[src/design/mcl_pkg.sv]
// ----------------------------------------------------------------------------
// mcl_pkg: shared types and constants for the monochrome LCD controller
// Request codes, decoded command codes, command byte values, frame store
// geometry and the structures that pass between the front, back and RAM.
// ----------------------------------------------------------------------------
`timescale 1ns / 1ps
`default_nettype none

package mcl_pkg;

  // Request kinds as carried on the input tuser.
  localparam logic [1:0] REQ_CMD  = 2'd0;
  localparam logic [1:0] REQ_DATA = 2'd1;
  localparam logic [1:0] REQ_READ = 2'd2;
  localparam logic [1:0] REQ_RSVD = 2'd3;

  // Decoded command codes.
  localparam int unsigned CMD_W = 5;
  localparam logic [CMD_W-1:0] CMD_OTHER     = 5'd0;
  localparam logic [CMD_W-1:0] CMD_RESET     = 5'd1;
  localparam logic [CMD_W-1:0] CMD_DISP_OFF  = 5'd2;
  localparam logic [CMD_W-1:0] CMD_DISP_ON   = 5'd3;
  localparam logic [CMD_W-1:0] CMD_ALL_OFF   = 5'd4;
  localparam logic [CMD_W-1:0] CMD_ALL_ON    = 5'd5;
  localparam logic [CMD_W-1:0] CMD_INV_OFF   = 5'd6;
  localparam logic [CMD_W-1:0] CMD_INV_ON    = 5'd7;
  localparam logic [CMD_W-1:0] CMD_SEG_NORM  = 5'd8;
  localparam logic [CMD_W-1:0] CMD_SEG_REV   = 5'd9;
  localparam logic [CMD_W-1:0] CMD_COM_NORM  = 5'd10;
  localparam logic [CMD_W-1:0] CMD_COM_REV   = 5'd11;
  localparam logic [CMD_W-1:0] CMD_SKIP      = 5'd12;
  localparam logic [CMD_W-1:0] CMD_START     = 5'd13;
  localparam logic [CMD_W-1:0] CMD_PAGE      = 5'd14;
  localparam logic [CMD_W-1:0] CMD_COL_LO    = 5'd15;
  localparam logic [CMD_W-1:0] CMD_COL_HI    = 5'd16;

  // Command byte values.
  localparam logic [7:0] BYTE_RESET    = 8'hE2;
  localparam logic [7:0] BYTE_DISP_OFF = 8'hAE;
  localparam logic [7:0] BYTE_DISP_ON  = 8'hAF;
  localparam logic [7:0] BYTE_ALL_OFF  = 8'hA4;
  localparam logic [7:0] BYTE_ALL_ON   = 8'hA5;
  localparam logic [7:0] BYTE_INV_OFF  = 8'hA6;
  localparam logic [7:0] BYTE_INV_ON   = 8'hA7;
  localparam logic [7:0] BYTE_SEG_NORM = 8'hA0;
  localparam logic [7:0] BYTE_SEG_REV  = 8'hA1;
  localparam logic [7:0] BYTE_COM_NORM = 8'hC0;
  localparam logic [7:0] BYTE_COM_REV  = 8'hC8;
  localparam logic [7:0] BYTE_SKIP     = 8'h81;

  // Frame store geometry: 8 pages of 128 columns, one byte per column.
  localparam int unsigned SCREEN_COLUMNS = 128;
  localparam int unsigned SCREEN_ROWS    = 64;
  localparam int unsigned STORE_BYTES    = 1024;
  localparam int unsigned STORE_AW       = $clog2(STORE_BYTES);

  // One queued request.
  typedef struct packed {
    logic [1:0]       kind;
    logic [CMD_W-1:0] cmd;
    logic [7:0]       arg;
    logic [6:0]       x;
    logic [5:0]       y;
  } mcl_item_t;

  // Frame store access from the back end.
  typedef struct packed {
    logic                we;
    logic [STORE_AW-1:0] waddr;
    logic [7:0]          wdata;
    logic                re;
    logic [STORE_AW-1:0] raddr;
  } mcl_ram_req_t;

endpackage

`default_nettype wire

[src/design/mcl_front.sv]
// ----------------------------------------------------------------------------
// mcl_front: request intake and command classification
// Decodes each accepted request and holds it in a short queue for the back.
// ----------------------------------------------------------------------------
`timescale 1ns / 1ps
`default_nettype none

module mcl_front #(
  parameter int unsigned DEPTH = 2
) (
  input  wire logic               clk,
  input  wire logic               rst,
  input  wire logic               s_tvalid,
  output      logic               s_tready,
  input  wire logic [23:0]        s_tdata,
  input  wire logic [1:0]         s_tuser,
  input  wire logic               busy_clear,
  output      logic               q_valid,
  output      mcl_pkg::mcl_item_t q_item,
  input  wire logic               q_ready
);

  import mcl_pkg::*;

  localparam int unsigned AW = $clog2(DEPTH);
  localparam int unsigned CW = $clog2(DEPTH + 1);

  mcl_item_t        entry [DEPTH];
  logic [AW-1:0]    wr_ptr;
  logic [AW-1:0]    rd_ptr;
  logic [CW-1:0]    count;
  mcl_item_t        item_in;
  logic [CMD_W-1:0] cmd_code;
  logic             push;
  logic             pop;

  always_comb begin
    unique case (s_tdata[7:0]) inside
      BYTE_RESET:       cmd_code = CMD_RESET;
      BYTE_DISP_OFF:    cmd_code = CMD_DISP_OFF;
      BYTE_DISP_ON:     cmd_code = CMD_DISP_ON;
      BYTE_ALL_OFF:     cmd_code = CMD_ALL_OFF;
      BYTE_ALL_ON:      cmd_code = CMD_ALL_ON;
      BYTE_INV_OFF:     cmd_code = CMD_INV_OFF;
      BYTE_INV_ON:      cmd_code = CMD_INV_ON;
      BYTE_SEG_NORM:    cmd_code = CMD_SEG_NORM;
      BYTE_SEG_REV:     cmd_code = CMD_SEG_REV;
      BYTE_COM_NORM:    cmd_code = CMD_COM_NORM;
      BYTE_COM_REV:     cmd_code = CMD_COM_REV;
      BYTE_SKIP:        cmd_code = CMD_SKIP;
      [8'h40:8'h7F]:    cmd_code = CMD_START;
      [8'hB0:8'hB7]:    cmd_code = CMD_PAGE;
      [8'h00:8'h0F]:    cmd_code = CMD_COL_LO;
      [8'h10:8'h1F]:    cmd_code = CMD_COL_HI;
      default:          cmd_code = CMD_OTHER;
    endcase
  end

  assign item_in.kind = s_tuser;
  assign item_in.cmd  = cmd_code;
  assign item_in.arg  = s_tdata[7:0];
  assign item_in.x    = s_tdata[14:8];
  assign item_in.y    = s_tdata[20:15];

  // The queue takes nothing while the frame store is being cleared.
  assign s_tready = !busy_clear && (count != CW'(DEPTH));
  // Reserved request codes are accepted and dropped here.
  assign push     = s_tvalid && s_tready && (s_tuser != REQ_RSVD);
  assign q_valid  = (count != '0);
  assign q_item   = entry[rd_ptr];
  assign pop      = q_valid && q_ready;

  always_ff @(posedge clk) begin
    if (push) begin
      entry[wr_ptr] <= item_in;
    end
  end

  always_ff @(posedge clk) begin
    if (rst) begin
      wr_ptr <= '0;
      rd_ptr <= '0;
      count  <= '0;
    end else begin
      if (push) begin
        wr_ptr <= (wr_ptr == AW'(DEPTH - 1)) ? '0 : wr_ptr + 1'b1;
      end
      if (pop) begin
        rd_ptr <= (rd_ptr == AW'(DEPTH - 1)) ? '0 : rd_ptr + 1'b1;
      end
      if (push && !pop) begin
        count <= count + 1'b1;
      end else if (pop && !push) begin
        count <= count - 1'b1;
      end
    end
  end

endmodule

`default_nettype wire

[config.mk]
export PLATFORM = sky130hd
export DESIGN_NAME = mcl_front
export DESIGN_NICKNAME = d
export VERILOG_FILES = /design/src/design/mcl_pkg.sv /design/src/design/mcl_front.sv
export SDC_FILE = /design/constraint.sdc
export NUM_CORES = 1
export LEC_CHECK = 0
export ABC_AREA = 1
export ABC_CLOCK_PERIOD_IN_PS = 6300
export BUFFER_PORTS_ARGS = -buffer_cell sky130_fd_sc_hd__buf_2
export CAP_MARGIN = 20
export CORE_MARGIN = 4
export CORE_UTILIZATION = 25
export DETAILED_ROUTE_END_ITERATION = 6
export SLEW_MARGIN = 20
export SYNTH_ARGS = -nofsm -noshare
export SYNTH_HDL_FRONTEND = slang
export SYNTH_SLANG_ARGS = --single-unit
[constraint.sdc]
create_clock -name clk -period 6.3 [get_ports clk]
set_input_delay 0.63 -clock clk [delete_from_list [all_inputs] [get_ports clk]]
set_output_delay 0.63 -clock clk [all_outputs]
set_load 0.02 [all_outputs]
==> results of run 1 <==
[synth_stat cells (3+ instances only)]
master     n  area (um^2)
inv_1     14        52.55
o21ai_0    4        20.02
a21oi_1    7        35.03
edfxtp_1  56         1682
nor2_1    22        82.58
nand3_1    4        20.02
buf_6      3        33.78
mux2_4    20        300.3
nand2_2    6        37.54
nand2_1   28        105.1
dfxtp_1    5        100.1
mux2_2     8        90.09
[worst reg2reg max path, stage by stage (launching register included)]
cell and delay [ns]:
dfxtp_1 0.31, inv_1 0.06, o21bai_1 0.26, nor2_1 0.12, ha_1 0.33, a21oi_1 0.12
o21ai_0 0.11, nand2_1 0.07, nand2_1 0.04, nor2_1 0.09
[routing by layer]
metal / vias to the layer above / routed length [um] / GRT usage (%) / part of all wire (%)
met2: 43 / 2480 / 14.48 / 50
met1: 777 / 2082 / 8.947 / 42
met3: 13 / 306 / 3.330 / 6.1
li1: 803 / - / - / -
met5: - / 0 / 0 / 0
met4: 0 / 112 / 4.926 / 2.2
[sequential cells by signal (all words and copies together), names as in the netlist, named ones only]
signal and flops:
wr_ptr 1, rd_ptr 1, count 2, entry 56
[cell type report]
class / instances / area (um^2)
fill: 1047 / 7067
sequential: 61 / 1783
multi-input combinational: 110 / 778.2
timing repair buffer: 60 / 307.8
tap: 136 / 170.2
clock buffer: 10 / 127.6
inverter: 16 / 60.06
clock inverter: 6 / 30.03
[cells by family (layout without fill, tap and decap cells)]
kind of cell	after synthesis	after routing	synth area share (%)
flops	61	61	67.27
mux	28	28	14.74
simple gates	66	66	10.82
buf+inv	19	92	3.543
compound gates	15	15	3.165
fa+ha+maj	1	1	0.4723
[how the worst max path moves through the flow]
stage / startpoint / to / slack [ns] / depth (start not counted)
6_report: register / q_item[1] / 3.83 / 2
5_1_grt: register / q_item[1] / 3.69 / 2
4_1_cts: register / q_item[1] / 3.73 / 2
3_5_place_dp: register / q_item[1] / 4.12 / 2
3_3_place_gp: register / q_item[1] / 4.13 / 2
2_1_floorplan: busy_clear / entry[0][0] / 3.11 / 2
[layout by cell type (no fill, tap or decap), types with 2 or more instances in the layout]
| cell | netlist | layout |
|---|---|---|
| nor2_2 | 2 | 2 |
| buf_4 | 0 | 3 |
| mux2_4 | 20 | 20 |
| inv_2 | 2 | 2 |
| nand3_1 | 4 | 4 |
| dfxtp_1 | 5 | 4 |
| clkinv_1 | 0 | 2 |
| nand2_1 | 28 | 28 |
| nand2_2 | 6 | 6 |
| nor2_1 | 22 | 22 |
| mux2_2 | 8 | 8 |
| a21oi_1 | 7 | 7 |
| buf_2 | 0 | 57 |
| clkbuf_8 | 0 | 9 |
| clkinv_2 | 0 | 3 |
| o21ai_0 | 4 | 4 |
| edfxtp_1 | 56 | 56 |
| inv_1 | 14 | 14 |
[power groups by stage]
| stage | Clock, mW | Combinational, mW | Sequential (mW) |
|---|---|---|---|
| after floorplan | 0 | 0.151 | 0.481 |
| after global placement | 0 | 0.185 | 0.500 |
| after detailed placement | 0 | 0.188 | 0.501 |
| after CTS | 0.292 | 0.189 | 0.493 |
| after global routing | 0.311 | 0.201 | 0.495 |
| final | 0.277 | 0.185 | 0.491 |
==> results by group, run 1 <==
Critical path
  • R2r setup slk: 4.71 ns
  • CP max stage delay: 0.93 ns
  • Arrival time worst endpoint: 1.84 ns
  • R2R depth: 9
  • Reg2reg end: count[1]
  • CP bufs+invs: 1
  • Cell family with most CP delay: flip-flops
  • Critical path peak fanout: 28
  • Reg2Reg Launch Point: count[1]
  • Cells along the critical path: mux2_2 > buf_2
  • CP max-delay cell: dfxtp_2
  • Kind of critical path: register to primary output
  • Crit path required time: 5.67 ns
  • Worst setup SP type: register
  • CP Capture Type: primary output

Placement
  • Placed cell areas: 3099 um^2
  • DP HPWL: 3473 um
  • Placed cell count: 383
  • Number of port buffers: 57
  • GPL Wtd Cong: 0.8442
  • Pre-CTS WS: 4.121 ns

Global routing
  • Congestion Overflow GR: 0
  • First-pass GRT wire length: 8135 um
  • Largest net degree at the start of global routing: 30
  • Initial antenna violation count: 0
  • GR Util All Layers: 8.526%
  • Vias in the first global route: 1709

Timing
  • Max-slew violation count: 0
  • Final Cycle Share: 39.15%
  • Max_slew headroom: 39.23%
  • Fin Hold WS: 0.4698 ns
  • PnR worst setup slack: 3.834 ns
  • Slew @ Worst Pin: 0.9116 ns
  • # setup viols final: 0
  • Skew final: 0.008033 ns
  • Fin crit period: 2.466 ns
  • RSZ-0062 raised after global routing: no
  • Fmax: 405.4 MHz
  • Setup tns final: 0 ns
  • Final Hold Viols: 0

Clocking
  • Clk buf depth: 2
  • Clk_lat worst skew: 0.32 ns
  • CTS tree: built
  • Cts hold-fix bufs: 0
  • Clk sinks: 61
  • Setup Buffers After CTS: 0
  • Clock transition at path regs: 0.06 ns
  • CTS buffer count: 9
  • Root Buffer: clkbuf_8
  • H-tree Lvls: 3
  • Post-cts gate resize count: 0

Status
  • Status: finished, final reports clean

Yosys
  • Sequential fraction of the synthesis area: 67.26%
  • Synth Area per Inst: 13.94 um^2
  • EDFF count, synth: 56
  • Ys async rst share: 0%
  • Post-Syn Area: 2649 um^2
  • Ys flop type: edfxtp_1
  • Flops & latches, synth: 61
  • Synth Instances: 190
  • Syn_nets: 222
  • Yosys warns: 0
  • Post-synth cell types: 23

Route
  • DRT iter0 DRCs: 73
  • Pre-Repair DR Iteration Count: 4
  • Residual DRC: 0
  • Vias: 1636
  • Post-detailed-route count of antenna-violating nets: 0
  • Final wirelength: 4981 um
  • Routed len/inst: 12.48 um
  • DR vias/cell: 4.100

Layout
  • Nets: 290
  • Layout cells sized above 1: 43.73%
  • Post-route insts no fill: 399
  • Fin util: 31.55%
  • Antenna cell count: 0
  • Area Growth Syn to Fin: 22.96%
  • Post-route cell area: 3257 um^2

Floorplan
  • Initial core utilization: 25.66%
  • Die W: 110.9 um
  • DIE AREA: 12310 um^2
  • Core area: 10320 um^2
  • Rows: 37
  • Number of top-level pins: 61
  • Die H: 110.9 um

Hold path
  • HP Start: rd_ptr
  • Hold depth: 2
  • Hold Crit Class: register to register

Power and ir drop
  • Power Total: 0.9521 mW
  • Power Dens Cells: 292.3 nW/um^2
  • Combinational share of power: 19.4%
  • Switching share of power: 27.62%
  • Static Leak: 1.304 nW
  • Clock power frac: 29.1%
  • Net switching power figure: 0.2630 mW
  • Seq pwr share: 51.5%
  • Peak supply drop: 0.1199 mV
  • Cell Int Power: 0.6891 mW

Flow run
  • Max-Cap Viols: 0
(Power assumes the default switching activity.)
==> run 2, diff against run 1 <==
--- a/config.mk
+++ b/config.mk
@@ -5,8 +5,8 @@
 export SDC_FILE = /design/constraint.sdc
 export NUM_CORES = 1
 export LEC_CHECK = 0
-export ABC_AREA = 1
-export ABC_CLOCK_PERIOD_IN_PS = 6300
+export ABC_AREA = 0
+export ABC_CLOCK_PERIOD_IN_PS = 2300
 export BUFFER_PORTS_ARGS = -buffer_cell sky130_fd_sc_hd__buf_2
 export CAP_MARGIN = 20
 export CORE_MARGIN = 4
==> constraint.sdc (replaced) <==
create_clock -name clk -period 2.3 [get_ports clk]
set_input_delay 0.23 -clock clk [delete_from_list [all_inputs] [get_ports clk]]
set_output_delay 0.23 -clock clk [all_outputs]
set_load 0.02 [all_outputs]
==> run 2 against run 1 <==
Largest power group unchanged; synthesized cell count fell by 27%; largest cell class unchanged; via count fell by 12%; wire length fell by 7.5%; area after synthesis fell by 8.7%; sequential cell count did not move; count of clock-buffer cells in the layout did not move; cell count fell by 15%; design area fell by 5.8%; hold slack got worse by 0.38 ns; clock power rose to 3.1 times the previous value; critical path depth rose by 1; die area fell by 8.1%.
==> results by group, run 2 <==
Status
  • Status: finished, final reports clean

Flow run
  • Max-Cap Viols: 0 (unchanged)

Global routing
  • Largest net degree at the start of global routing: 29 (-3.3%)
  • Initial antenna violation count: 0 (unchanged)
  • Congestion Overflow GR: 0 (unchanged)
  • Vias in the first global route: 1469 (-14%)
  • First-pass GRT wire length: 7210 um (-11%)
  • GR Util All Layers: 8.581% (+0.055 points)

Yosys
  • Count leader, synth: edfxtp_1
  • Share of the synthesized area in the top cell type: 69.53% (+6.0 points)
  • Synth Area per Inst: 17.53 um^2 (+26%)
  • Post-Syn Area: 2419 um^2 (-8.7%)
  • Sequential fraction of the synthesis area: 73.67% (+6.4 points)
  • Synth Instances: 138 (-27%)
  • Flops & latches, synth: 61 (unchanged)
  • Ys flop type: edfxtp_1
  • Syn_nets: 170 (-23%)
  • Top area cells in the synthesized netlist: edfxtp_1 70%, mux2_2 13%, dfxtp_1 4.1%
  • EDFF count, synth: 56 (unchanged)
  • Yosys warns: 0 (unchanged)
  • Post-synth top cells: 56 x edfxtp_1, 28 x mux2_2, 7 x nor2_1
  • Post-synth cell types: 32 (+39%)
  • Ys async rst share: 0% (unchanged)
  • Area leader, netlist: edfxtp_1

Layout
  • Post-route insts no fill: 341 (-15%)
  • Commonest non-fill, non-tap cells in the layout: 57 x buf_2, 56 x edfxtp_1, 28 x mux2_2
  • Nets: 240 (-17%)
  • Most flops, register: entry
  • Post-route cell area: 3068 um^2 (-5.8%)
  • Commonest non-fill, non-tap cell in the layout: buf_2
  • Biggest regs: entry (56), count (2)
  • Area Growth Syn to Fin: 26.85%
  • Max FFs per register: 56 (unchanged)
  • Fillers: 941 (-10%)
  • Antenna cell count: 0 (unchanged)
  • Layout cells sized above 1: 51.42% (+7.7 points)

Placement
  • Number of port buffers: 57 (unchanged)
  • Placed cell count: 326 (-15%)
  • Placed cell areas: 2888 um^2 (-6.8%)
  • GPL Wtd Cong: 0.7691 (-8.9%)
  • DP HPWL: 3123 um (-10%)

Floorplan
  • DIE AREA: 11310 um^2 (-8.1%)
  • Die H: 106.4 um (-4.1%)
  • Rows: 35 (-5.4%)
  • Core area: 9328 um^2 (-9.6%)
  • Number of top-level pins: 61 (unchanged)
  • Initial core utilization: 25.93% (+0.27 points)
  • Die W: 106.4 um (-4.1%)

Critical path
  • CP bufs+invs: 2 (+1)
  • CP max stage delay: 0.38 ns (-0.55 ns)
  • Kind of critical path: register to primary output
  • Crit path depth: 3 (+1)
  • Cell family with most CP delay: buffers and inverters
  • Crit path required time: 2.07 ns (-3.60 ns)
  • Reg2reg end: entry[0][7]
  • Critical path peak fanout: 16 (-43%)
  • Arrival time worst endpoint: 1.46 ns (-0.38 ns)
  • Worst setup SP type: register
  • CP max-delay cell: mux2_2
  • CP Capture Type: primary output
  • R2R depth: 4 (-5)
  • R2r setup slk: 0.62 ns (-4.09 ns)
  • Cells along the critical path: buf_4 > mux2_2 > buf_2
  • Reg2Reg Launch Point: count[1]

Route
  • Residual DRC: 0 (unchanged)
  • Vias: 1433 (-12%)
  • Routed len/inst: 13.51 um (+8.2%)
  • Post-detailed-route count of antenna-violating nets: 0 (unchanged)
  • Pre-Repair DR Iteration Count: 4 (unchanged)
  • Final wirelength: 4607 um (-7.5%)
  • DRT iter0 DRCs: 36 (-51%)
  • DR vias/cell: 4.202 (+2.5%)

Timing
  • Final Cycle Share: 73.34%
  • Max-slew violation count: 0 (unchanged)
  • Setup tns final: 0 ns (unchanged)
  • Fin crit period: 1.687 ns
  • Max_slew headroom: 67.63% (+28 points)
  • Final Hold Viols: 0 (unchanged)
  • Slew @ Worst Pin: 0.4811 ns (-0.4305 ns)
  • RSZ-0062 raised after global routing: no
  • Fmax: 592.8 MHz
  • # setup viols final: 0 (unchanged)
  • Skew final: 0.008209 ns (+0.0001762 ns)

Clocking
  • H-tree Lvls: 3 (unchanged)
  • CTS buffer count: 9 (unchanged)
  • Clk sinks: 61 (unchanged)
  • Clock transition at path regs: 0.06 ns (about the same)
  • Setup Buffers After CTS: 0 (unchanged)
  • Clk buf depth: 2 (unchanged)
  • Post-cts gate resize count: 0 (unchanged)
  • CTS tree: built
  • Cts hold-fix bufs: 0 (unchanged)
  • Clk_lat worst skew: 0.33 ns (about the same)
  • Root Buffer: clkbuf_8

Hold path
  • Hold path endpoint: entry[0][11]
  • Hold Crit Class: primary input to register
  • HP Start: s_tdata[13]
  • Hold depth: 1 (-1)

Power and ir drop
  • Power Dens Cells: 977.6 nW/um^2 (+230%)
  • Power Total: 2.999 mW (+220%)
  • Peak supply drop: 0.3578 mV (+200%)
  • Static Leak: 1.111 nW (-15%)
==> run 2: where the power goes <==
group	switching, mW	internal, mW	leakage (nW)	total, mW
clock network	0.382	0.488	0.0919	0.870
registers	0.0332	1.30	0.553	1.34
logic	0.456	0.336	0.466	0.791
total	0.871	2.13	1.11	3.00
==> run 2: layout make-up <==
cell class / instances / area [um^2] / share of cell area, %
repair buffers: 62 / 322.8 / 10.52
clock inverters: 5 / 52.55 / 1.713
multi-input cells: 73 / 618.1 / 20.15
flip-flops and latches: 61 / 1782 / 58.08
inverters: 1 / 3.754 / 0.1223
well taps: 129 / 161.4 / 5.261
clock buffers: 10 / 127.6 / 4.160
==> run 2: cells by family after synthesis <==
group	synth area share, %
multiplexers	13.04
buffers and inverters	0.7757
AO/OA/AOI/OAI	3.725
flip-flops	73.67
AND/OR/NAND/NOR	7.192
adder cells (fa/ha/maj)	0.5172
XOR/XNOR	1.087
==> run 2: metrics by stage <==
stage               setup WS, ns  hold WS (ns)  utilization (%)
detailed placement        0.6050        0.4224            30.96
floorplan                 0.3936        0.2991                -
global placement          0.6114        0.4194            30.96
finish                    0.6132       0.08713            32.89
global route              0.5137       0.05432            32.89
CTS                       0.5556       0.05991            32.89
==> run 2: worst register-to-register path, delay by kind of cell (launching register included) <==
| kind | cells | cell delay (ns) |
|---|---|---|
| flip-flops | 1 | 0.33 |
| AND/OR/NAND/NOR | 2 | 0.67 |
| buffers and inverters | 2 | 0.36 |
==> run 2: routing by layer <==
| metal | up-vias | part of all wire (%) | global-route usage, % |
|---|---|---|---|
| met3 | 7 | 6.7 | 3.522 |
| met4 | 0 | 1.6 | 4.163 |
| met5 | - | 0 | 0 |
| met1 | 691 | 41 | 9.416 |
| met2 | 48 | 51 | 14.34 |
| li1 | 687 | - | - |
==> run 2: worst max path at each step <==
stage	from	to
after floorplan	count[1]	entry[0][0]
after global placement	s_tuser[1]	entry[1][7]
after detailed placement	s_tuser[1]	entry[1][7]
after CTS	register	q_item[24]
after global routing	register	q_item[24]
final	register	q_item[24]
