[src/design/mcl_pkg.sv]
// ----------------------------------------------------------------------------
// mcl_pkg: shared types and constants for the monochrome LCD controller
// Request codes, decoded command codes, command byte values, frame store
// geometry and the structures that pass between the front, back and RAM.
// ----------------------------------------------------------------------------
`timescale 1ns / 1ps
`default_nettype none

package mcl_pkg;

  // Request kinds as carried on the input tuser.
  localparam logic [1:0] REQ_CMD  = 2'd0;
  localparam logic [1:0] REQ_DATA = 2'd1;
  localparam logic [1:0] REQ_READ = 2'd2;
  localparam logic [1:0] REQ_RSVD = 2'd3;

  // Decoded command codes.
  localparam int unsigned CMD_W = 5;
  localparam logic [CMD_W-1:0] CMD_OTHER     = 5'd0;
  localparam logic [CMD_W-1:0] CMD_RESET     = 5'd1;
  localparam logic [CMD_W-1:0] CMD_DISP_OFF  = 5'd2;
  localparam logic [CMD_W-1:0] CMD_DISP_ON   = 5'd3;
  localparam logic [CMD_W-1:0] CMD_ALL_OFF   = 5'd4;
  localparam logic [CMD_W-1:0] CMD_ALL_ON    = 5'd5;
  localparam logic [CMD_W-1:0] CMD_INV_OFF   = 5'd6;
  localparam logic [CMD_W-1:0] CMD_INV_ON    = 5'd7;
  localparam logic [CMD_W-1:0] CMD_SEG_NORM  = 5'd8;
  localparam logic [CMD_W-1:0] CMD_SEG_REV   = 5'd9;
  localparam logic [CMD_W-1:0] CMD_COM_NORM  = 5'd10;
  localparam logic [CMD_W-1:0] CMD_COM_REV   = 5'd11;
  localparam logic [CMD_W-1:0] CMD_SKIP      = 5'd12;
  localparam logic [CMD_W-1:0] CMD_START     = 5'd13;
  localparam logic [CMD_W-1:0] CMD_PAGE      = 5'd14;
  localparam logic [CMD_W-1:0] CMD_COL_LO    = 5'd15;
  localparam logic [CMD_W-1:0] CMD_COL_HI    = 5'd16;

  // Command byte values.
  localparam logic [7:0] BYTE_RESET    = 8'hE2;
  localparam logic [7:0] BYTE_DISP_OFF = 8'hAE;
  localparam logic [7:0] BYTE_DISP_ON  = 8'hAF;
  localparam logic [7:0] BYTE_ALL_OFF  = 8'hA4;
  localparam logic [7:0] BYTE_ALL_ON   = 8'hA5;
  localparam logic [7:0] BYTE_INV_OFF  = 8'hA6;
  localparam logic [7:0] BYTE_INV_ON   = 8'hA7;
  localparam logic [7:0] BYTE_SEG_NORM = 8'hA0;
  localparam logic [7:0] BYTE_SEG_REV  = 8'hA1;
  localparam logic [7:0] BYTE_COM_NORM = 8'hC0;
  localparam logic [7:0] BYTE_COM_REV  = 8'hC8;
  localparam logic [7:0] BYTE_SKIP     = 8'h81;

  // Frame store geometry: 8 pages of 128 columns, one byte per column.
  localparam int unsigned SCREEN_COLUMNS = 128;
  localparam int unsigned SCREEN_ROWS    = 64;
  localparam int unsigned STORE_BYTES    = 1024;
  localparam int unsigned STORE_AW       = $clog2(STORE_BYTES);

  // One queued request.
  typedef struct packed {
    logic [1:0]       kind;
    logic [CMD_W-1:0] cmd;
    logic [7:0]       arg;
    logic [6:0]       x;
    logic [5:0]       y;
  } mcl_item_t;

  // Frame store access from the back end.
  typedef struct packed {
    logic                we;
    logic [STORE_AW-1:0] waddr;
    logic [7:0]          wdata;
    logic                re;
    logic [STORE_AW-1:0] raddr;
  } mcl_ram_req_t;

endpackage

`default_nettype wire

[src/design/mcl_back.sv]
// ----------------------------------------------------------------------------
// mcl_back: command execution, frame store access and pixel readout
// Applies queued requests in order, clears the frame store and forms pixels.
// ----------------------------------------------------------------------------
`timescale 1ns / 1ps
`default_nettype none

module mcl_back (
  input  wire logic                 clk,
  input  wire logic                 rst,
  input  wire logic                 panel_flip,
  input  wire logic                 q_valid,
  input  wire mcl_pkg::mcl_item_t   q_item,
  output      logic                 q_ready,
  output      logic                 busy_clear,
  output      mcl_pkg::mcl_ram_req_t ram_req,
  input  wire logic [7:0]           ram_rdata,
  output      logic                 pix_valid,
  output      logic                 pix_on,
  input  wire logic                 pix_ready
);

  import mcl_pkg::*;

  logic [2:0]          page;
  logic [7:0]          column;
  logic [3:0]          col_lo;
  logic [3:0]          col_hi;
  logic [5:0]          start_line;
  logic                disp_en;
  logic                invert;
  logic                all_on;
  logic                seg_rev;
  logic                com_rev;
  logic                skip;
  logic [STORE_AW-1:0] clr_cnt;
  logic                rd_pend;
  logic [2:0]          rd_bit;
  logic                rd_all_on;
  logic                rd_disp_en;
  logic                rd_invert;

  logic                take;
  logic                is_cmd;
  logic                is_data;
  logic                is_read;
  logic [5:0]          sy;
  logic [6:0]          sx;
  logic                data_wr;
  logic                lit;

  assign is_cmd  = q_item.kind == REQ_CMD;
  assign is_data = q_item.kind == REQ_DATA;
  assign is_read = q_item.kind == REQ_READ;

  // A read issues only when its result has a free output slot next cycle.
  assign q_ready = !busy_clear &&
                   (!is_read || (!rd_pend && (!pix_valid || pix_ready)));
  assign take    = q_valid && q_ready;

  // Screen to store mapping: scroll by start line, then the reversals.
  always_comb begin
    sy = q_item.y + start_line;
    if (com_rev) begin
      sy = ~sy;
    end
    sx = q_item.x;
    if (seg_rev ^ panel_flip) begin
      sx = ~sx;
    end
  end

  assign data_wr = take && is_data && !skip && !column[7];

  always_comb begin
    if (busy_clear) begin
      ram_req.we    = 1'b1;
      ram_req.waddr = clr_cnt;
      ram_req.wdata = '0;
    end else begin
      ram_req.we    = data_wr;
      ram_req.waddr = {page, column[6:0]};
      ram_req.wdata = q_item.arg;
    end
    ram_req.re    = take && is_read;
    ram_req.raddr = {sy[5:3], sx};
  end

  always_comb begin
    lit = ram_rdata[rd_bit];
    if (rd_all_on) begin
      lit = 1'b1;
    end
    if (!rd_disp_en) begin
      lit = 1'b0;
    end
    lit = lit ^ rd_invert;
  end

  always_ff @(posedge clk) begin
    if (take && is_read) begin
      rd_bit     <= sy[2:0];
      rd_all_on  <= all_on;
      rd_disp_en <= disp_en;
      rd_invert  <= invert;
    end
    if (rd_pend) begin
      pix_on <= lit;
    end
  end

  always_ff @(posedge clk) begin
    if (rst) begin
      page       <= '0;
      column     <= '0;
      col_lo     <= '0;
      col_hi     <= '0;
      start_line <= '0;
      disp_en    <= 1'b1;
      invert     <= 1'b0;
      all_on     <= 1'b0;
      seg_rev    <= 1'b0;
      com_rev    <= 1'b0;
      skip       <= 1'b0;
      busy_clear <= 1'b1;
      clr_cnt    <= '0;
      rd_pend    <= 1'b0;
      pix_valid  <= 1'b0;
    end else begin
      rd_pend <= take && is_read;
      if (rd_pend) begin
        pix_valid <= 1'b1;
      end else if (pix_ready) begin
        pix_valid <= 1'b0;
      end

      if (busy_clear) begin
        clr_cnt <= clr_cnt + 1'b1;
        if (clr_cnt == STORE_AW'(STORE_BYTES - 1)) begin
          busy_clear <= 1'b0;
        end
      end

      if (take && (is_cmd || is_data) && skip) begin
        // The byte after the skip command is swallowed whatever it is.
        skip <= 1'b0;
      end else if (take && is_data) begin
        if (!column[7]) begin
          column <= {1'b0, column[6:0] + 7'd1};
        end
      end else if (take && is_cmd) begin
        unique case (q_item.cmd)
          CMD_RESET: begin
            page       <= '0;
            column     <= '0;
            col_lo     <= '0;
            col_hi     <= '0;
            start_line <= '0;
            disp_en    <= 1'b1;
            invert     <= 1'b0;
            all_on     <= 1'b0;
            seg_rev    <= 1'b0;
            com_rev    <= 1'b0;
            busy_clear <= 1'b1;
            clr_cnt    <= '0;
          end
          CMD_DISP_OFF: disp_en    <= 1'b0;
          CMD_DISP_ON:  disp_en    <= 1'b1;
          CMD_ALL_OFF:  all_on     <= 1'b0;
          CMD_ALL_ON:   all_on     <= 1'b1;
          CMD_INV_OFF:  invert     <= 1'b0;
          CMD_INV_ON:   invert     <= 1'b1;
          CMD_SEG_NORM: seg_rev    <= 1'b0;
          CMD_SEG_REV:  seg_rev    <= 1'b1;
          CMD_COM_NORM: com_rev    <= 1'b0;
          CMD_COM_REV:  com_rev    <= 1'b1;
          CMD_SKIP:     skip       <= 1'b1;
          CMD_START:    start_line <= q_item.arg[5:0];
          CMD_PAGE:     page       <= q_item.arg[2:0];
          CMD_COL_LO: begin
            col_lo <= q_item.arg[3:0];
            column <= {col_hi, q_item.arg[3:0]};
          end
          CMD_COL_HI: begin
            col_hi <= q_item.arg[3:0];
            column <= {q_item.arg[3:0], col_lo};
          end
          default: begin
          end
        endcase
      end
    end
  end

endmodule

`default_nettype wire

[config.mk]
export PLATFORM = sky130hd
export DESIGN_NAME = mcl_back
export DESIGN_NICKNAME = d
export VERILOG_FILES = /design/src/design/mcl_pkg.sv /design/src/design/mcl_back.sv
export SDC_FILE = /design/constraint.sdc
export NUM_CORES = 1
export LEC_CHECK = 0
export ABC_AREA = 1
export BUFFER_PORTS_ARGS = -buffer_cell sky130_fd_sc_hd__buf_2
export CAP_MARGIN = 10
export CORE_MARGIN = 2
export CORE_UTILIZATION = 58
export DETAILED_ROUTE_END_ITERATION = 8
export MAX_ROUTING_LAYER = met4
export PLACE_DENSITY_LB_ADDON = 0.15
export SYNTH_ARGS = -nofsm -noshare
export SYNTH_HDL_FRONTEND = slang
export SYNTH_SLANG_ARGS = --single-unit
[constraint.sdc]
create_clock -name clk -period 4.3 [get_ports clk]
set_clock_uncertainty 0.15 [all_clocks]
set_input_delay 0 -clock clk [delete_from_list [all_inputs] [get_ports clk]]
set_output_delay 0 -clock clk [all_outputs]
set_load 0.1 [all_outputs]
==> out/metrics.yaml, run 1 <==
start_util_pct: 60.7
die_area_um2: 6020
ys_warn_count: 0
p_sw_share_pct: 29.8
first_global_vias: 2975
synth_fa_ha_area_share_pct: 3.43
stdcell_area_um2: 3770
synth-edff-count: 7
wire_per_inst_um: 12.5
async_flop_share_pct: 0
status: "finished, final reports clean"
yosys.area_share.simple_pct: 32.8
drtPass1Iterations: 5
clkSinkCount: 51
p_sw_mw: 0.288
vias: 3107
yosysTopAreaCell: "dfxtp_1"
dp_hpwl_um: 5560
cts-root-buf: "clkbuf_8"
grt_use_total_pct: 26.4
cap_violations: 0
dpl_cell_area_um2: 3510
nNetsFinal: 573
grt_pass1_wl_um: 12700
synthCells: 441
yosysMostFrequentCell: "nand2_1"
syn-num-nets: 490
seq_area_um2: 1090
cts_made_buffers: 5
drive_gt1_share_pct: 20.2
synthTopCellsByCount: "nand2_1, nor2_1, dfxtp_1, inv_1, nand3_1"
grt_max_degree: 33
seqPwrFrac_pct: 50.4
cts.clk_slew.worst_paths_ps: 90
cts_tree: "yes"
fin_tns_setup_ps: 0
clkPwrFrac_pct: 30.9
ir_worst_vdd_mv: 0.245
startpoint_type: "register"
synth_flop_cell: "dfxtp_1"
synthMuxAreaShare_pct: 0
die_w_um: 77.6
leakage_nw: 1.76
pwr-share-comb_pct: 18.8
antenna_found_initial: 0
drc: 0
core-area_um2: 5170
rows: 26
pin_count: 75
setup_viol: 0
required_ps: 4340
synth_area_leaders: "dfxtp_1, nand2_1, nor2_1"
hold_viol_final: 0
synth-compound-area-share_pct: 12.7
num_antenna_cells: 0
rsz0062_at_grt: "false"
cp.arrival_ps: 3060
powerDensity_nw_per_um2: 256
multi_input_area_um2: 1780
clockBufferDepth: 2
htree_levels: 2
cp_max_fo: 32
drtIter0Drc: 131
netlist.area_leader.share_pct: 28.0
max-slew-margin-rel_pct: 32.6
synth_top_family_by_area: "simple AND/OR/NAND/NOR gates"
die_h_um: 77.6
drt_wl_total_um: 7420
ys_types: 40
synth-seq-area-share_pct: 34.7
synth-xor-area-share_pct: 7.81
n_fill_cell: 425
fin_crit_sh_pct: 70.1
fin_util_pct: 72.9
worstSetupEndpointType: "register"
antenna_left: 0
period_needed_ps: 3010
area_delta_synth_final_pct: 20.1
clk_latency_ps: 300
drv_slew: 0
synth-seq-cells: 51
via_per_inst: 5.22
fmax_mhz: 332
syn_area_um2: 3140
critical_path_class: "reg2reg"
grt_overflow: 0
hold_class: "in2reg"
tightest_slew_ps: 1010
gp_congestion: 0.902
syn-mean-instance-area_um2: 7.12
p_int_mw: 0.678
port_buffers: 74
[worst paths after layout]
check / to / startpoint / cells after the start / slack [ps]
worst max register to register: page[0]$_SDFFE_PP0P_ / busy_clear$_SDFF_PP1_ / 8 / 1290
worst max-delay path: page[0]$_SDFFE_PP0P_ / busy_clear$_SDFF_PP1_ / 8 / 1290
worst min register to register: rd_disp_en$_DFFE_PP_ / disp_en$_SDFFE_PP1P_ / 0 / 290
worst min-delay path: disp_en$_SDFFE_PP1P_ / q_item[25] / 4 / 0.4
[power by group through the flow]
stage | combinational, mW | sequential, mW | clock [mW]
after floorplan | 0.131 | 0.497 | 0
after global placement | 0.170 | 0.498 | 0
after detailed placement | 0.172 | 0.498 | 0
after CTS | 0.181 | 0.487 | 0.302
after global routing | 0.193 | 0.487 | 0.319
final | 0.181 | 0.486 | 0.298
[metal layers]
metal	vias up	global-route usage, %	routed length (um)
li1	1596	-	-
met1	1416	32.3	3320
met2	83	44.6	3650
met3	12	4.88	348
met4	0	7.50	108
met5	-	-	0
[critical path: stages, from the launching register on]
cell and delay (ps):
dfxtp_1 1000, inv_1 380, nand4_1 220, inv_2 70, nand2_2 190, nor2_1 110, a22oi_1 150, nor2_1 60
dlygate4sd3_1 570
[kinds of logic after synthesis]
logic type      after synthesis
flops                        51
xor+xnor                     28
compound gates               67
fa+ha+maj                     8
simple gates                225
buf+inv                      62
[sequential cells by signal, indices dropped and copies added, names as in the netlist]
signal / flops
clr_cnt: 10
column: 8
start_line: 6
col_hi: 4
col_lo: 4
page: 3
rd_bit: 3
all_on: 1
busy_clear: 1
com_rev: 1
disp_en: 1
invert: 1
pix_on: 1
pix_valid: 1
rd_all_on: 1
rd_disp_en: 1
rd_invert: 1
rd_pend: 1
seg_rev: 1
skip: 1
[per-stage QoR]
step	total power [mW]	instances	worst slack, ps	hold WS, ps
after global placement	0.668	571	1700	148
final	0.966	595	1290	0.439
after detailed placement	0.670	571	1580	162
after global routing	0.999	595	1010	30.3
after floorplan	0.628	441	229	-7.16
after CTS	0.969	595	1320	2.64
[cell usage in the layout, fill, tap and decap left out, types with 8 or more instances in the layout]
cell / instances
xor2_1: 10
xnor2_1: 18
o21ai_0: 22
a21oi_1: 17
nor2_1: 65
o21ai_1: 15
nand3_1: 30
dfxtp_1: 44
nand4_1: 8
buf_2: 74
inv_1: 42
nand2_1: 95
dlygate4sd3_1: 16
[cell type report]
cell class / instances / share of cell area [%]
Multi-Input combinational cell: 328 / 47.3
Clock buffer: 8 / 2.65
Inverter: 48 / 4.78
Timing Repair Buffer: 90 / 14.1
Sequential cell: 51 / 28.9
Tap cell: 70 / 2.32
[repair_timing]
action | 4_1_cts | 5_1_grt
hold buffers | 16 | 0
gates resized for setup | 0 | 0
hold endpoints to repair | 25 | 0
buffers inserted | 0 | 0
Note: power is estimated with default switching activity, not from simulation.
==> inputs of run 2 (changes only) <==
Settings changed: CORE_UTILIZATION 58 to 54.
Clock period 4.3 ns to 3 ns, I/O delays scaled along.
==> out/metrics.yaml, run 2 (synthesis gave the netlist of run 1 again) <==
clk_latency_ps: 310  # about the same
port_buffers: 74  # unchanged
antenna_found_initial: 0  # unchanged
gp_congestion: 0.903  # +0.18%
fin_ws_ps: 492  # -793 ps
rows: 27  # +3.8%
setup_viol: 0  # unchanged
top_regs: "clr_cnt x10, column x8, start_line x6"
cp_cell_sequence: "inv_1 > nand4_1 > nor2_1 > nand2_1 > a22oi_1 > nor2_1 > dlygate4sd3_1"
cap_violations: 0  # unchanged
max-slew-margin-rel_pct: 43.5  # +11 points
cts_made_buffers: 5  # unchanged
drtIter0Drc: 180  # +37%
via_per_inst: 5.16  # -1.1%
period_needed_ps: 2510  # -507 ps
fin_crit_sh_pct: 83.6  # +13 points
cts.clk_slew.worst_paths_ps: 90  # about the same
hold_class: "in2reg"
layout_commonest_cell: "nand2_1"
cp.arrival_ps: 2560  # -500 ps
drc: 0  # unchanged
p_sw_mw: 0.423  # +47%
cts-resized-gates: 0  # unchanged
leakage_nw: 1.75  # -0.44%
cts_tree: "yes"
cp_max_fo: 11  # -66%
cts-root-buf: "clkbuf_8"
drv_slew: 0  # unchanged
area_delta_synth_final_pct: 21.0
pin_count: 75  # unchanged
clockBufferDepth: 2  # unchanged
slowest_delay_ps: 560  # -440 ps
fmax_mhz: 399  # +20%
crit_slowest_cell: "dlygate4sd3_1"
largest_register_ffs: 10  # unchanged
die_w_um: 80.3  # +3.4%
antenna_left: 0  # unchanged
vias: 3082  # -0.80%
cp_common_cell: "nor2_1"
drive_gt1_share_pct: 21.0  # +0.76 points
pwr-share-comb_pct: 18.1  # -0.7 points
core-area_um2: 5570  # +7.8%
die_h_um: 80.3  # +3.4%
nNetsFinal: 573  # unchanged
drt_wl_total_um: 7290  # -1.7%
dp_hpwl_um: 5470  # -1.6%
regMostFlops: "clr_cnt"
htree_levels: 2  # unchanged
critical_path_class: "reg2reg"
n_fill_cell: 500  # +18%
grt_pass1_wl_um: 11700  # -7.8%
p_sw_share_pct: 29.6  # -0.18 points
dpl_worst_slack_ps: 819  # -765 ps
num_antenna_cells: 0  # unchanged
post_cts_buffers: 0  # unchanged
drtPass1Iterations: 5  # unchanged
clkSinkCount: 51  # unchanged
clkPwrFrac_pct: 33.1  # +2.2 points
die_area_um2: 6440  # +7.0%
instances_no_fill: 597  # +0.34%
wire_per_inst_um: 12.2  # -2.0%
hold_viol_final: 0  # unchanged
seqPwrFrac_pct: 48.8  # -1.6 points
first_global_vias: 2780  # -6.6%
place_inst: 574  # +0.53%
required_ps: 3060  # -1280 ps
status: "finished, final reports clean"
rsz0062_at_grt: "false"
startpoint_type: "register"
grt_use_total_pct: 23.4  # -3.0 points
powerDensity_nw_per_um2: 376  # +47%
p_int_mw: 1.01  # +48%
start_util_pct: 56.3  # -4.4 points
ir_worst_vdd_mv: 0.244  # -0.23%
grt_overflow: 0  # unchanged
multi_input_area_um2: 1800  # +0.91%
seq_area_um2: 1090  # unchanged
fin_tns_setup_ps: 0  # unchanged
worstSetupEndpointType: "register"
tightest_slew_ps: 841  # -169 ps
grt_max_degree: 32  # -3.0%
final_cell_mix: "nand2_1, buf_2, nor2_1"
## run 2: final cells by class
cell class                      count  area share, %
Clock inverter                      3           1.02
Sequential cell                    51           28.7
Clock buffer                        5           1.81
Timing Repair Buffer               90           13.9
Tap cell                           72           2.37
Inverter                           48           4.84
Multi-Input combinational cell    328           47.3
## run 2: per-layer routing
metal / wire, um / global-route usage [%]
met5: 0 / -
met3: 300 / 4.27
met4: 57 / 5.93
met2: 3480 / 40.4
met1: 3460 / 28.2
## run 2: path summary, 6_finish.rpt
kind                                             from                    to  slack, ps  depth (start not counted)
worst max-delay path            busy_clear$_SDFF_PP1_  page[1]$_SDFFE_PP0P_        490                          7
worst min-delay path                       q_item[23]  seg_rev$_SDFFE_PP0P_          3                          4
worst max register to register  busy_clear$_SDFF_PP1_  page[1]$_SDFFE_PP0P_        490                          7
worst min register to register   disp_en$_SDFFE_PP1P_  rd_disp_en$_DFFE_PP_        290                          0
## run 2: repair_timing
item / CTS / global route
hold buffers: 15 / 0
setup endpoints to repair: 0 / 0
endpoints found under the hold margin: 25 / 0
## run 2: through the flow
stage	utilization (%)	area [um2]	total power, mW	hold WS (ps)
after floorplan	-	3160	0.901	-7.16
after global routing	68.2	3800	1.48	22.9
after global placement	63.5	3540	0.957	148
final	68.2	3800	1.43	3.20
after CTS	68.2	3800	1.44	7.25
after detailed placement	63.5	3540	0.959	156
## run 2: critical path, delay by kind of cell, from the launching register on
kind,cells,cell delay [ps]
and+or+nand+nor,4,910
buffers and inverters,2,810
DFF,1,320
AOI/OAI and AO/OA,1,210
## run 2: power groups by stage
stage               combinational, mW  sequential, mW  clock, mW
floorplan                       0.188           0.712          0
global placement                0.244           0.713          0
detailed placement              0.246           0.713          0
CTS                             0.259           0.697      0.480
global route                    0.276           0.698      0.505
finish                          0.259           0.697      0.473
==> inputs of run 3 (changes only) <==
Settings changed: CORE_UTILIZATION 54 to 49.
Clock period 3 ns to 2.05 ns, I/O delays scaled along.
==> out/metrics.yaml, run 3 (synthesis gave the netlist of run 1 again) <==
drtPass1Iterations: 4  # -1
regMostFlops: "clr_cnt"
busiest_layer: "met2"
period_needed_ps: 2000
holdWs_ps: 6.64  # +3.44 ps
rsz0062_at_grt: "true"
via_per_inst: 5.16  # -0.11%
area_delta_synth_final_pct: 30.6
p_int_mw: 1.54  # +53%
fmax_mhz: 499
leakage_nw: 1.83  # +4.7%
die_h_um: 84.1  # +4.7%
stdcell_area_um2: 4100  # +8.0%
cp_max_fo: 4  # -7
antenna_left: 0  # unchanged
clkSinkCount: 51  # unchanged
grt_pass1_wl_um: 13100  # +12%
slowest_delay_ps: 350  # -210 ps
cts-root-buf: "clkbuf_8"
clkPwrFrac_pct: 31.9  # -1.2 points
required_ps: 1900  # -1160 ps
dp_hpwl_um: 5850  # +6.8%
top_regs: "clr_cnt x10, column x8, start_line x6"
max-slew-margin-rel_pct: 66.9  # +23 points
pwr-share-comb_pct: 21.1  # +3.0 points
worstHoldStart: "q_item[25]"
clk_latency_ps: 300  # about the same
hold_class: "in2reg"
r2r_start: "busy_clear$_SDFF_PP1_"
crit_slowest_cell: "dfxtp_2"
cap_violations: 0  # unchanged
crit_start: "start_line[2]$_SDFFE_PP0P_"
cp_cell_sequence: "ha_4 > a21oi_2 > nand2_1 > or2_2 > nand2_2 > xor2_2 > buf_12"
instances_no_fill: 606  # +1.5%
cts_tree: "yes"
htree_levels: 2  # unchanged
die_w_um: 84.1  # +4.7%
final_cell_mix: "nand2_1, buf_2, nor2_1"
drc: 0  # unchanged
die_area_um2: 7070  # +9.7%
p_sw_share_pct: 29.0  # -0.58 points
port_buffers: 74  # unchanged
cp_top_family: "simple AND/OR/NAND/NOR gates"
antenna_found_initial: 0  # unchanged
cp.arrival_ps: 1850  # -710 ps
layout_commonest_cell: "nand2_1"
vias: 3125  # +1.4%
fin_ws_ps: 47.7  # -444 ps
seq_area_um2: 1100  # +1.0%
place_inst: 584  # +1.7%
drive_gt1_share_pct: 27.0  # +6.1 points
tightest_slew_ps: 495  # -346 ps
hold_viol_final: 0  # unchanged
pin_count: 75  # unchanged
largest_register_ffs: 10  # unchanged
worstSetupEndpointType: "output pin"
cts_made_buffers: 5  # unchanged
gp_congestion: 0.870  # -3.7%
powerDensity_nw_per_um2: 527  # +40%
drt_wl_total_um: 7720  # +5.9%
multi_input_area_um2: 1900  # +5.4%
critical_path_class: "reg2out"
setup_viol: 0  # unchanged
drv_slew: 0  # unchanged
num_antenna_cells: 0  # unchanged
grt_use_total_pct: 22.9  # -0.46 points
dpl_cell_area_um2: 3810  # +7.6%
status: "finished, final reports clean"
grt_overflow: 0  # unchanged
dpl_worst_slack_ps: 208  # -612 ps
n_fill_cell: 566  # +13%
grt_use_met1_pct: 30.2  # +1.9 points
clockBufferDepth: 2  # unchanged
ir_worst_vdd_mv: 0.372  # +52%
core-area_um2: 6280  # +13%
p_sw_mw: 0.628  # +48%
met2_usage_pct: 37.8  # -2.6 points
wire_per_inst_um: 12.7  # +4.3%
path_buf_inv: 1  # -1
drtIter0Drc: 119  # -34%
grt_max_degree: 23  # -28%
fin_crit_sh_pct: 97.7
first_global_vias: 2851  # +2.6%
nNetsFinal: 577  # +0.70%
startpoint_type: "register"
fin_util_pct: 65.4  # -2.8 points
cts.clk_slew.worst_paths_ps: 90  # about the same
seqPwrFrac_pct: 47.0  # -1.8 points
start_util_pct: 50.0  # -6.3 points
met3_usage_pct: 3.66  # -0.61 points
rows: 29  # +7.4%
run 3: final timing paths:
| path | to | slack (ps) | cells past startpoint |
|---|---|---|---|
| worst max-delay path | ram_req[7] | 50 | 7 |
| worst min-delay path | disp_en$_SDFFE_PP1P_ | 7 | 4 |
| worst max register to register | column[0]$_SDFFE_PP0P_ | 280 | 8 |
| worst min register to register | rd_disp_en$_DFFE_PP_ | 290 | 0 |
run 3: cell type report:
type                    count  share of cell area [%]
clock buffers               7                    1.86
clock inverters             1                   0.732
inverters                  48                    4.48
multi-input cells         328                    46.2
flip-flops and latches     51                    26.9
well taps                  77                    2.35
repair buffers             94                    17.5
run 3: tightest hold or removal path: stages:
cell	delay [ps]
buf_2	150
inv_2	90
nand4_1	100
o21ai_0	70
run 3: per-layer routing:
layer  vias to the layer above  part of all wire (%)
li1                       1606                     -
met1                      1429                    46
met2                        84                    49
met3                         6                   4.7
met4                         0                  0.65
met5                         -                     0
run 3: timing repair:
action / in CTS / in global routing
endpoints found under the setup margin: 2 / 9
resized for setup: 4 / 8
pin swaps: 0 / 1
buffers inserted: 0 / 1
hold buffers: 13 / 0
endpoints found under the hold margin: 25 / 0
gates cloned: 0 / 0
run 3: per-stage QoR:
step,power [mW],setup TNS [ps]
2_1_floorplan,1.32,-5240
3_3_place_gp,1.47,0
3_5_place_dp,1.48,0
4_1_cts,2.18,0
5_1_grt,2.25,-55.1
6_report,2.16,0
run 3: power by group through the flow:
stage          combinational, mW  clock (mW)  sequential [mW]
2_1_floorplan              0.278           0             1.04
3_3_place_gp               0.429           0             1.04
3_5_place_dp               0.435           0             1.04
4_1_cts                    0.455       0.703             1.02
5_1_grt                    0.484       0.747             1.02
6_report                   0.456       0.690             1.02
